File: config.mk
export PLATFORM = sky130hd
export DESIGN_NAME = keyed_value_table
export DESIGN_NICKNAME = d
export VERILOG_FILES = /design/src/kvt_pkg.sv /design/src/kvt_ram.sv /design/src/kvt_ctrl.sv /design/src/kvt_dp.sv /design/src/keyed_value_table.sv
export SDC_FILE = /design/constraint.sdc
export NUM_CORES = 2
export LEC_CHECK = 0
export ABC_AREA = 0
export ABC_CLOCK_PERIOD_IN_PS = 7500
export BUFFER_PORTS_ARGS = -buffer_cell sky130_fd_sc_hd__clkbuf_2
export CAP_MARGIN = 10
export CORE_MARGIN = 3
export CORE_UTILIZATION = 30
export CTS_CLUSTER_DIAMETER = 120
export CTS_CLUSTER_SIZE = 20
export DETAILED_ROUTE_END_ITERATION = 10
export PLACE_DENSITY_LB_ADDON = 0.12
export SLEW_MARGIN = 20
export SYNTH_ARGS = -nofsm -noshare
export SYNTH_HDL_FRONTEND = slang
export SYNTH_SLANG_ARGS = --single-unit
export TNS_END_PERCENT = 100
File: constraint.sdc
create_clock -name clk -period 7.5 [get_ports clk]
set_clock_uncertainty 0.15 [all_clocks]
set_input_delay 1.5 -clock clk [delete_from_list [all_inputs] [get_ports clk]]
set_output_delay 1.5 -clock clk [all_outputs]
set_load 0.005 [all_outputs]
File: src/kvt_pkg.sv
// Package for the keyed value table: sizes, opcodes, status codes,
// controller states and the transfer and command/status struct types.
// No dependencies.
package kvt_pkg;

    localparam int TABLE_DEPTH = 32;
    localparam int KEY_BITS    = 16;
    localparam int VALUE_BITS  = 32;
    localparam int IDX_BITS    = $clog2(TABLE_DEPTH);
    localparam int CNT_BITS    = $clog2(TABLE_DEPTH + 1);
    localparam int OP_BITS     = 3;
    localparam int STATUS_BITS = 2;
    localparam int FIELD_BITS  = 6;
    localparam int ENTRY_BITS  = KEY_BITS + VALUE_BITS;

    localparam logic [OP_BITS-1:0] OP_CLEAR  = 3'd0;
    localparam logic [OP_BITS-1:0] OP_INSERT = 3'd1;
    localparam logic [OP_BITS-1:0] OP_ERASE  = 3'd2;
    localparam logic [OP_BITS-1:0] OP_LOOKUP = 3'd3;
    localparam logic [OP_BITS-1:0] OP_COUNT  = 3'd4;

    localparam logic [STATUS_BITS-1:0] ST_OK        = 2'd0;
    localparam logic [STATUS_BITS-1:0] ST_NOT_FOUND = 2'd1;
    localparam logic [STATUS_BITS-1:0] ST_FULL      = 2'd2;
    localparam logic [STATUS_BITS-1:0] ST_DUP       = 2'd3;

    typedef enum logic [2:0] {
        S_IDLE,
        S_SCAN,
        S_RESOLVE,
        S_SHIFT,
        S_FINISH
    } kvt_state_t;

    typedef struct packed {
        logic [OP_BITS-1:0]    opcode;
        logic [KEY_BITS-1:0]   key_in;
        logic [VALUE_BITS-1:0] value_in;
    } kvt_req_t;

    typedef struct packed {
        logic [STATUS_BITS-1:0] status;
        logic [VALUE_BITS-1:0]  value_out;
        logic [FIELD_BITS-1:0]  match_count;
        logic [FIELD_BITS-1:0]  fill;
    } kvt_rsp_t;

    typedef struct packed {
        logic load;
        logic scan;
        logic resolve;
        logic shift;
        logic finish;
    } kvt_cmd_t;

    typedef struct packed {
        logic scan_done;
        logic need_shift;
        logic shift_done;
        logic out_free;
    } kvt_sts_t;

endpackage

File: src/kvt_ram.sv
// Generic single-write, single-read RAM with registered read data.
// No dependencies.
module kvt_ram #(
    parameter int WIDTH = 8,
    parameter int DEPTH = 16
) (
    input  logic                     clk,
    input  logic                     we,
    input  logic [$clog2(DEPTH)-1:0] waddr,
    input  logic [WIDTH-1:0]         wdata,
    input  logic                     re,
    input  logic [$clog2(DEPTH)-1:0] raddr,
    output logic [WIDTH-1:0]         rdata
);

    logic [WIDTH-1:0] mem [DEPTH];

    always_ff @(posedge clk)
    begin
        if (we)
        begin
            mem[waddr] <= wdata;
        end
        if (re)
        begin
            rdata <= mem[raddr];
        end
    end

endmodule

File: src/kvt_ctrl.sv
// Controller state machine of the keyed value table.
// Depends on kvt_pkg; drives commands to kvt_dp and reads its status.
module kvt_ctrl
    import kvt_pkg::*;
(
    input  logic     clk,
    input  logic     rst_n,
    input  logic     req_valid,
    output logic     req_stall,
    input  kvt_sts_t sts,
    output kvt_cmd_t cmd
);

    kvt_state_t state_reg;
    kvt_state_t state_next;

    always_ff @(posedge clk or negedge rst_n)
    begin
        if (!rst_n)
        begin
            state_reg <= S_IDLE;
        end
        else
        begin
            state_reg <= state_next;
        end
    end

    always_comb
    begin
        state_next = state_reg;
        cmd        = '0;
        req_stall  = 1'b1;
        case (state_reg)
            S_IDLE:
            begin
                req_stall = 1'b0;
                if (req_valid)
                begin
                    cmd.load   = 1'b1;
                    state_next = S_SCAN;
                end
            end
            S_SCAN:
            begin
                cmd.scan = 1'b1;
                if (sts.scan_done)
                begin
                    state_next = S_RESOLVE;
                end
            end
            S_RESOLVE:
            begin
                cmd.resolve = 1'b1;
                state_next  = sts.need_shift ? S_SHIFT : S_FINISH;
            end
            S_SHIFT:
            begin
                cmd.shift = 1'b1;
                if (sts.shift_done)
                begin
                    state_next = S_FINISH;
                end
            end
            S_FINISH:
            begin
                if (sts.out_free)
                begin
                    cmd.finish = 1'b1;
                    state_next = S_IDLE;
                end
            end
            default:
            begin
                state_next = S_IDLE;
            end
        endcase
    end

endmodule

File: src/kvt_dp.sv
// Datapath of the keyed value table: entry memory, fill counter, search
// and compaction pointers, and the result register.
// Depends on kvt_pkg and kvt_ram; commanded by kvt_ctrl.
module kvt_dp
    import kvt_pkg::*;
(
    input  logic     clk,
    input  logic     rst_n,
    input  kvt_req_t req,
    input  kvt_cmd_t cmd,
    output kvt_sts_t sts,
    output logic     rsp_valid,
    input  logic     rsp_stall,
    output kvt_rsp_t rsp
);

    kvt_req_t                req_reg;
    logic [CNT_BITS-1:0]     cnt_reg, cnt_next;
    logic [CNT_BITS-1:0]     rd_idx_reg, rd_idx_next;
    logic                    cmp_vld_reg, cmp_vld_next;
    logic [IDX_BITS-1:0]     cmp_idx_reg, cmp_idx_next;
    logic                    found_reg, found_next;
    logic [IDX_BITS-1:0]     hit_idx_reg, hit_idx_next;
    logic [VALUE_BITS-1:0]   hit_val_reg, hit_val_next;
    logic [CNT_BITS-1:0]     match_reg, match_next;
    logic [STATUS_BITS-1:0]  status_reg, status_next;
    kvt_rsp_t                out_reg, out_next;
    logic                    out_vld_reg, out_vld_next;

    logic                    ram_we;
    logic [IDX_BITS-1:0]     ram_waddr;
    logic [ENTRY_BITS-1:0]   ram_wdata;
    logic                    ram_re;
    logic [ENTRY_BITS-1:0]   ram_rdata;
    logic [KEY_BITS-1:0]     q_key;
    logic [VALUE_BITS-1:0]   q_val;

    logic                    key_op;
    logic                    scan_op;
    logic                    key_hit;
    logic                    more;
    logic                    table_full;

    kvt_ram #(
        .WIDTH (ENTRY_BITS),
        .DEPTH (TABLE_DEPTH)
    ) u_ram (
        .clk   (clk),
        .we    (ram_we),
        .waddr (ram_waddr),
        .wdata (ram_wdata),
        .re    (ram_re),
        .raddr (rd_idx_reg[IDX_BITS-1:0]),
        .rdata (ram_rdata)
    );

    assign q_key = ram_rdata[ENTRY_BITS-1:VALUE_BITS];
    assign q_val = ram_rdata[VALUE_BITS-1:0];

    assign key_op     = (req_reg.opcode == OP_INSERT) || (req_reg.opcode == OP_ERASE)
                        || (req_reg.opcode == OP_LOOKUP);
    assign scan_op    = key_op || (req_reg.opcode == OP_COUNT);
    assign key_hit    = cmp_vld_reg && key_op && !found_reg && (q_key == req_reg.key_in);
    assign more       = (rd_idx_reg != cnt_reg);
    assign table_full = (cnt_reg == CNT_BITS'(TABLE_DEPTH));

    assign sts.scan_done  = !cmp_vld_reg && (found_reg || !more || !scan_op);
    assign sts.need_shift = (req_reg.opcode == OP_ERASE) && found_reg;
    assign sts.shift_done = !cmp_vld_reg && !more;
    assign sts.out_free   = !out_vld_reg || !rsp_stall;

    always_comb
    begin
        cnt_next     = cnt_reg;
        rd_idx_next  = rd_idx_reg;
        cmp_vld_next = 1'b0;
        cmp_idx_next = cmp_idx_reg;
        found_next   = found_reg;
        hit_idx_next = hit_idx_reg;
        hit_val_next = hit_val_reg;
        match_next   = match_reg;
        status_next  = status_reg;
        out_next     = out_reg;
        out_vld_next = out_vld_reg && rsp_stall;
        ram_we       = 1'b0;
        ram_waddr    = cnt_reg[IDX_BITS-1:0];
        ram_wdata    = {req_reg.key_in, req_reg.value_in};
        ram_re       = 1'b0;

        if (cmd.load)
        begin
            rd_idx_next = '0;
            found_next  = 1'b0;
            match_next  = '0;
            status_next = ST_OK;
        end

        if (cmd.scan)
        begin
            if (key_hit)
            begin
                found_next   = 1'b1;
                hit_idx_next = cmp_idx_reg;
                hit_val_next = q_val;
            end
            if (cmp_vld_reg && (req_reg.opcode == OP_COUNT) && (q_val == req_reg.value_in))
            begin
                match_next = match_reg + CNT_BITS'(1);
            end
            if (scan_op && !found_reg && !key_hit && more)
            begin
                ram_re       = 1'b1;
                rd_idx_next  = rd_idx_reg + CNT_BITS'(1);
                cmp_vld_next = 1'b1;
                cmp_idx_next = rd_idx_reg[IDX_BITS-1:0];
            end
        end

        if (cmd.resolve)
        begin
            case (req_reg.opcode)
                OP_CLEAR:
                begin
                    cnt_next = '0;
                end
                OP_INSERT:
                begin
                    if (found_reg)
                    begin
                        status_next = ST_DUP;
                    end
                    else if (table_full)
                    begin
                        status_next = ST_FULL;
                    end
                    else
                    begin
                        ram_we   = 1'b1;
                        cnt_next = cnt_reg + CNT_BITS'(1);
                    end
                end
                OP_ERASE:
                begin
                    if (found_reg)
                    begin
                        rd_idx_next = CNT_BITS'(hit_idx_reg) + CNT_BITS'(1);
                    end
                    else
                    begin
                        status_next = ST_NOT_FOUND;
                    end
                end
                OP_LOOKUP:
                begin
                    if (!found_reg)
                    begin
                        status_next = ST_NOT_FOUND;
                    end
                end
                default:
                begin
                    status_next = ST_OK;
                end
            endcase
        end

        if (cmd.shift)
        begin
            if (cmp_vld_reg)
            begin
                ram_we    = 1'b1;
                ram_waddr = cmp_idx_reg - IDX_BITS'(1);
                ram_wdata = ram_rdata;
            end
            if (more)
            begin
                ram_re       = 1'b1;
                rd_idx_next  = rd_idx_reg + CNT_BITS'(1);
                cmp_vld_next = 1'b1;
                cmp_idx_next = rd_idx_reg[IDX_BITS-1:0];
            end
            else if (!cmp_vld_reg)
            begin
                cnt_next = cnt_reg - CNT_BITS'(1);
            end
        end

        if (cmd.finish)
        begin
            out_next.status      = status_reg;
            out_next.value_out   = ((req_reg.opcode == OP_LOOKUP) && found_reg)
                                   ? hit_val_reg : '0;
            out_next.match_count = (req_reg.opcode == OP_COUNT)
                                   ? FIELD_BITS'(match_reg) : '0;
            out_next.fill        = FIELD_BITS'(cnt_reg);
            out_vld_next         = 1'b1;
        end
    end

    always_ff @(posedge clk or negedge rst_n)
    begin
        if (!rst_n)
        begin
            cnt_reg     <= '0;
            rd_idx_reg  <= '0;
            cmp_vld_reg <= 1'b0;
            found_reg   <= 1'b0;
            match_reg   <= '0;
            status_reg  <= ST_OK;
            out_vld_reg <= 1'b0;
        end
        else
        begin
            cnt_reg     <= cnt_next;
            rd_idx_reg  <= rd_idx_next;
            cmp_vld_reg <= cmp_vld_next;
            found_reg   <= found_next;
            match_reg   <= match_next;
            status_reg  <= status_next;
            out_vld_reg <= out_vld_next;
        end
    end

    always_ff @(posedge clk)
    begin
        if (cmd.load)
        begin
            req_reg <= req;
        end
        cmp_idx_reg <= cmp_idx_next;
        hit_idx_reg <= hit_idx_next;
        hit_val_reg <= hit_val_next;
        out_reg     <= out_next;
    end

    assign rsp_valid = out_vld_reg;
    assign rsp       = out_reg;

    a_fill_bound: assert property (@(posedge clk) disable iff (!rst_n)
        cnt_reg <= CNT_BITS'(TABLE_DEPTH))
        else $error("fill count exceeds the table depth");

    a_read_in_range: assert property (@(posedge clk) disable iff (!rst_n)
        cmp_vld_reg |-> (CNT_BITS'(cmp_idx_reg) < cnt_reg))
        else $error("entry read beyond the stored entries");

    a_finish_shows: assert property (@(posedge clk) disable iff (!rst_n)
        cmd.finish |=> (rsp_valid && (rsp.fill == FIELD_BITS'(cnt_reg))))
        else $error("result not presented after finish");

    a_append_grows: assert property (@(posedge clk) disable iff (!rst_n)
        (cmd.resolve && (req_reg.opcode == OP_INSERT) && !found_reg && !table_full)
        |=> (cnt_reg == $past(cnt_reg) + CNT_BITS'(1)))
        else $error("insert did not grow the table");

endmodule

File: src/keyed_value_table.sv
// Keyed value table: key/value pairs searched linearly. Uses kvt_pkg, kvt_ctrl and kvt_dp.
// A keyed or count request scans the stored entries in order, a key op stopping at its hit,
// is resolved, and an erase that hits then shifts the later entries down one slot first.
// One request at a time: the next transfer is taken once the controller is back in idle after
// the result is registered, later while a stalled result holds the output. Reset clears the
// fill count and the control state; the entry memory is not cleared and needs no clearing pass.
module keyed_value_table
    import kvt_pkg::*;
(
    input  logic     clk,
    input  logic     rst_n,
    input  logic     req_valid,
    output logic     req_stall,
    input  kvt_req_t req,
    output logic     rsp_valid,
    input  logic     rsp_stall,
    output kvt_rsp_t rsp
);

    kvt_cmd_t cmd;
    kvt_sts_t sts;

    kvt_ctrl u_ctrl (
        .clk       (clk),
        .rst_n     (rst_n),
        .req_valid (req_valid),
        .req_stall (req_stall),
        .sts       (sts),
        .cmd       (cmd)
    );

    kvt_dp u_dp (
        .clk       (clk),
        .rst_n     (rst_n),
        .req       (req),
        .cmd       (cmd),
        .sts       (sts),
        .rsp_valid (rsp_valid),
        .rsp_stall (rsp_stall),
        .rsp       (rsp)
    );

endmodule
== Word level (Yosys, flattened, before mapping) ==
Memories as Yosys holds them, arrays and structs flattened. A register that Yosys moved wholly into a read port is not among the register bits.
Index checks and enable logic that the tools add are counted.
Word-level totals
  register bits: 165
  RAM bits: 1536
  output and inout bits: 48
  logic and storage cells: 134
  memories kept: 1
Cells by class
  add/subtract/negate cells: 6
  equality and inequality tests: 16
  multiplexer cells: 62
  reductions and logical operators: 31
Memories
  u_dp.u_ram.mem: depth 32, width 48, rd ports 1, clocked after memory_dff 1, write ports 1, RTL line kvt_ram.sv:16  | logic [WIDTH-1:0] mem [DEPTH];
Operator list (number)
  two-way mux 6 bit: 17
  two-way mux 48 bit: 2
  equality test 32 bit: 1
  two-way mux 5 bit: 6
  two-way mux 1 bit: 24
  adder 6 x 1 -> 6 bit, second input constant: 3
  equality test 16 bit: 1
  two-way mux 3 bit: 5
  one-hot mux 3 bit (5 select lines): 1
  logical AND 1 bit: 13
  equality test 3 x 2 -> 1 bit, second input constant: 4
  one-hot mux 6 bit (2 select lines): 1
  two-way mux 2 bit: 5
  inequality test 2 bit, second input constant: 4
  logical NOT 1 bit: 7
  adder 5 x 1 -> 6 bit, second input constant: 1
  equality test 3 x 1 -> 1 bit, second input constant: 2
  equality test 3 bit, second input constant: 2
  equality test 6 bit, second input constant: 1
  logical NOT 3 bit: 2
  logical OR 1 bit: 6
  inequality test 6 bit: 1
  one-hot mux 2 bit (3 select lines): 1
  subtractor 6 x 1 -> 6 bit, second input constant: 1
  other kinds (4): 4

== Logic depth before layout (Yosys ltp) ==
  depth in word-level cells: 16
  mapped depth: 9
  gate-level depth less buffers: 7

== Hierarchy ==
From an unflattened synthesis, not the netlist that was laid out.
Second synthesis, totals
  cells, all modules: 3927
  area total of the unflattened synthesis: 68823.5 µm²
Modules (own cells, without submodules)
  kvt_ram: instances 1, cells an instance 3364, area an instance 61205.0 µm²
  kvt_dp: instances 1, cells an instance 536, area an instance 7383.3 µm²
  kvt_ctrl: instances 1, cells an instance 27, area an instance 235.2 µm²

== Least setup slack after synthesis ==
OpenSTA, ideal clock, no wires.
  path kind: register -> register
  from: reg u_dp.req_reg[46] (netlist bit)
  to: reg u_dp.hit_idx_reg[0], enable pin
  library setup time: 527 ps
  arrival: 4610 ps
  required time: 6823 ps
  slack: 2212 ps
  cell stages (with the launch flop): 5
  clock period less this slack: 5288 ps
  path through: edfxtp_1 -> xor2_1 -> nor4_1 -> nand3_1 -> nor4_1
Between the ends
  longest elaborated chain between the ends: 3
Ends and longest elaborated chain
  from (decl): RTL line kvt_dp.sv:17  | kvt_req_t req_reg;
  from (signal assigned): RTL line kvt_dp.sv:228  | req_reg <= req;
  equality test 16 bit: RTL line kvt_dp.sv:63  | assign key_hit = cmp_vld_reg && key_op && !found_reg && (q_key == req_reg.key_in);
  logical AND 1 bit: RTL line kvt_dp.sv:63
  AND reduction 2 bit (no line)
  to (signal assigned): RTL line kvt_dp.sv:231  | hit_idx_reg <= hit_idx_next;
  to (decl): RTL line kvt_dp.sv:23  | logic [IDX_BITS-1:0] hit_idx_reg, hit_idx_next;
Every way passes these cells.
A chain may end at the register's enable or synchronous reset.

== Worst setup path in the final report ==
  from: reg u_ctrl.state_reg[1]
  to: mem u_dp.u_ram.mem[16][42] (netlist bit), enable pin
Between the ends
  longest elaborated chain between the ends: 7
Ends and longest elaborated chain
  from (decl): RTL line kvt_ctrl.sv:14  | kvt_state_t state_reg;
  from (signal assigned): RTL line kvt_ctrl.sv:25  | state_reg <= state_next;
  equality test 3 x 2 -> 1 bit: RTL line kvt_ctrl.sv:34  | case (state_reg)
  two-way mux 1 bit: RTL line kvt_ctrl.sv:34
  two-way mux 1 bit: RTL line kvt_dp.sv:119  | if (cmd.resolve)
  two-way mux 1 bit: RTL line kvt_dp.sv:169  | if (cmp_vld_reg)
  two-way mux 1 bit: RTL line kvt_dp.sv:167  | if (cmd.shift)
  two-way mux 1 bit: RTL line kvt_ram.sv:20  | if (we)
  two-way mux 1 bit (not written as such): RTL line kvt_ram.sv:22  | mem[waddr] <= wdata;
  to (decl): RTL line kvt_ram.sv:16
Several ways; a longest one is shown, not always the timed one.

==> flow_metrics.py <==
metrics = {
    "status": {
        "status": "finished, final reports clean",
    },
    "setup_path": {
        "cp_max_fo": 34,
        "cpPeakStageDelay_ns": 0.92,
        "worstSetupPathType": "reg2reg",
        "endpoint_kind": "flip-flop",
        "cpMaxStageDelayCell": "nor2_4",
        "cp.arrival_ns": 5.07,
        "crit_chain": "nor2b_1 -> nand3_4 -> o21ai_0 -> nand3_1 -> nor2_4 -> buf_4",
        "cp-start-kind": "flip-flop",
        "worstPathRequired_ns": 7.72,
    },
    "die": {
        "die_area_um2": 229000,
        "die_height_um": 479,
        "core_area_um2": 221000,
        "io_pins": 103,
        "die_width_um": 479,
        "initial_utilization_pct": 30.4,
        "row_count": 172,
    },
    "sta": {
        "hold_ws_ns": 0.323,
        "fmax_mhz": 206,
        "rsz0062_at_grt": "no",
        "tns_ns": 0,
        "tightest_slew_ns": 1.10,
        "timing.slew.headroom_pct": 26.3,
        "period_needed_ns": 4.85,
        "setup_viol": 0,
        "period_share_pct": 64.7,
        "final-hold-violation-count": 0,
        "drv_slew": 0,
    },
    "clock_tree": {
        "cts_setup_buffers": 0,
        "cts_root_buf": "clkbuf_16",
        "clock_path_buffers": 3,
        "tritoncts": "built",
        "numCtsBuffers": 97,
        "cts_hold_buf": 0,
        "cts_resized": 0,
        "clk_pin_slew_ns": 0.09,
        "clkSinkCount": 1749,
        "cts_htree_levels": 3,
        "clock_latency_ns": 0.74,
    },
    "routing": {
        "first_pass_iters": 5,
        "routed_via_density": 5.04,
        "drtIter0Drc": 3371,
        "detail_route.wl_per_cell_um": 31.2,
        "drc": 0,
        "wirelength_um": 188000,
        "ant_nets": 0,
        "routed-via-count": 30500,
    },
    "power": {
        "leakage_nw": 22.4,
        "power_density_nw_per_um2": 342,
        "p_total_mw": 25.5,
        "vdd_drop_max_uv": 232,
    },
    "synth": {
        "ys_types": 55,
        "synth_area_per_cell_um2": 22.9,
        "synth_flop_cell": "edfxtp_1",
        "yosys_warnings": 0,
        "syn-num-nets": 2987,
        "syn_inst": 2925,
        "ys_seq_area_share_pct": 78.0,
        "synth_area_um2": 67100,
        "synth_seq_cells": 1749,
        "synth_edf_count": 1718,
        "async_reset_ff_share_pct": 1.49,
    },
    "layout": {
        "drive_gt1_share_pct": 28.2,
        "areaGrowthSynthToFinish_pct": 10.9,
        "final_cell_mix": "edfxtp_1 (1718), mux4_2 (480), nand2_1 (173), clkbuf_2 (102), clkbuf_16 (99)",
        "layout_commonest_cell": "edfxtp_1",
        "nNetsFinal": 3120,
        "largest_register_ffs": 1536,
    },
    "placement": {
        "place.gp.congestion": 0.757,
        "numPortBuffers": 102,
        "dp_hpwl_um": 114000,
    },
    "global_routing": {
        "grt_usage_pct": 16.3,
        "first_global_vias": 31600,
        "grt_pass1_wl_um": 261000,
        "grt_overflow": 0,
        "antenna_found_initial": 19,
        "grt_max_degree": 102,
    },
    "job": {
        "drv_cap": 0,
    },
    "hold_path": {
        "hp-class": "reg2reg",
    },
}
[synth_stat cells (4+ instances only)]
cell,n,area [µm²]
edfxtp_1,1718,51600
mux4_2,480,10800
nand2_1,173,649
clkbuf_1,102,383
mux2_2,54,608
nor2_1,44,165
xor2_1,42,368
and2_1,39,244
buf_2,26,130
dfrtp_1,26,651
nand3_1,21,105
xnor2_1,21,184
o21ai_0,18,90.1
a21oi_1,17,85.1
buf_1,17,63.8
nor4_1,14,87.6
nor3_1,11,55.1
inv_1,10,37.5
nand4_1,8,50.1
ha_1,7,87.6
dfxtp_1,5,100
o21a_1,5,37.5
a21o_1,4,30.0
a31oi_1,4,25.0
and3_1,4,25.0
or3_1,4,25.0
or4_1,4,30.0
[cell type report]
type                    instances  area, µm²
diodes                          6       15.0
clock buffers                 114       2530
clock inverters                 5       68.8
fillers                     20500     147000
inverters                      12       57.6
multi-input cells            1018      14400
flip-flops and latches       1749      52400
well taps                    2958       3700
repair buffers                180       1260
[final timing paths]
check	from	depth (start not counted)	to	slack, ns
min in group asynchronous	rst_n	1	u_dp.cnt_reg[1]$_DFF_PN0_	0.67
worst max-delay path	u_ctrl.state_reg[1]$_DFFE_PN0P_	6	u_dp.u_ram.mem[16][42]$_DFFE_PP_	2.65
max in group asynchronous	rst_n	1	u_dp.rd_idx_reg[1]$_DFF_PN0_	5.98
worst min-delay path	u_dp.status_reg[1]$_DFF_PN0_	0	u_dp.rsp[45]$_DFFE_PP_	0.32
worst min register to register	u_dp.status_reg[1]$_DFF_PN0_	0	u_dp.rsp[45]$_DFFE_PP_	0.32
worst max register to register	u_ctrl.state_reg[1]$_DFFE_PN0P_	6	u_dp.u_ram.mem[16][42]$_DFFE_PP_	2.65
[metrics by stage]
step                worst slack [ns]  cells  util [%]  instance area (µm²)
CTS                             2.63   6035      33.7                74400
detailed placement              2.64   5916      32.5                71800
finish                          2.65   6042      33.7                74400
global route                    2.39   6037      33.7                74400
floorplan                       2.21   2925         -                67100
global placement                2.59   5911      32.4                71700
[cells by family (layout without fill, tap and decap cells)]
group                    after synthesis  after routing  synth area share (%)
AO/OA/AOI/OAI                         72             72                 0.690
XOR/XNOR                              63             63                 0.823
adder cells (fa/ha/maj)                7              7                 0.131
buffers and inverters                158            311                 0.938
flip-flops                          1749           1749                  78.0
multiplexers                         535            535                  17.0
other                                  0              6                     0
AND/OR/NAND/NOR                      341            341                  2.36
[critical path, delay by kind of cell, from the launching register on]
family / cells / cell delay [ns]
simple gates: 4 / 2.37
compound gates: 1 / 0.81
buf+inv: 1 / 0.53
flops: 1 / 0.48
[report_power, final]
part | internal (mW) | total [mW] | switching (mW)
logic | 2.94 | 7.51 | 4.57
registers | 11.9 | 12.5 | 0.577
clock network | 2.42 | 5.47 | 3.06
total | 17.2 | 25.5 | 8.21
[layer usage]
metal  GRT usage [%]  up-vias  routed length (µm)
met5               0        -                   0
met4            3.73        0                4400
met3            3.18      179               12500
met2            25.1      963               86400
met1            23.8    16900               85000
li1                -    12400                   -
Note: power is estimated with default switching activity, not from simulation.
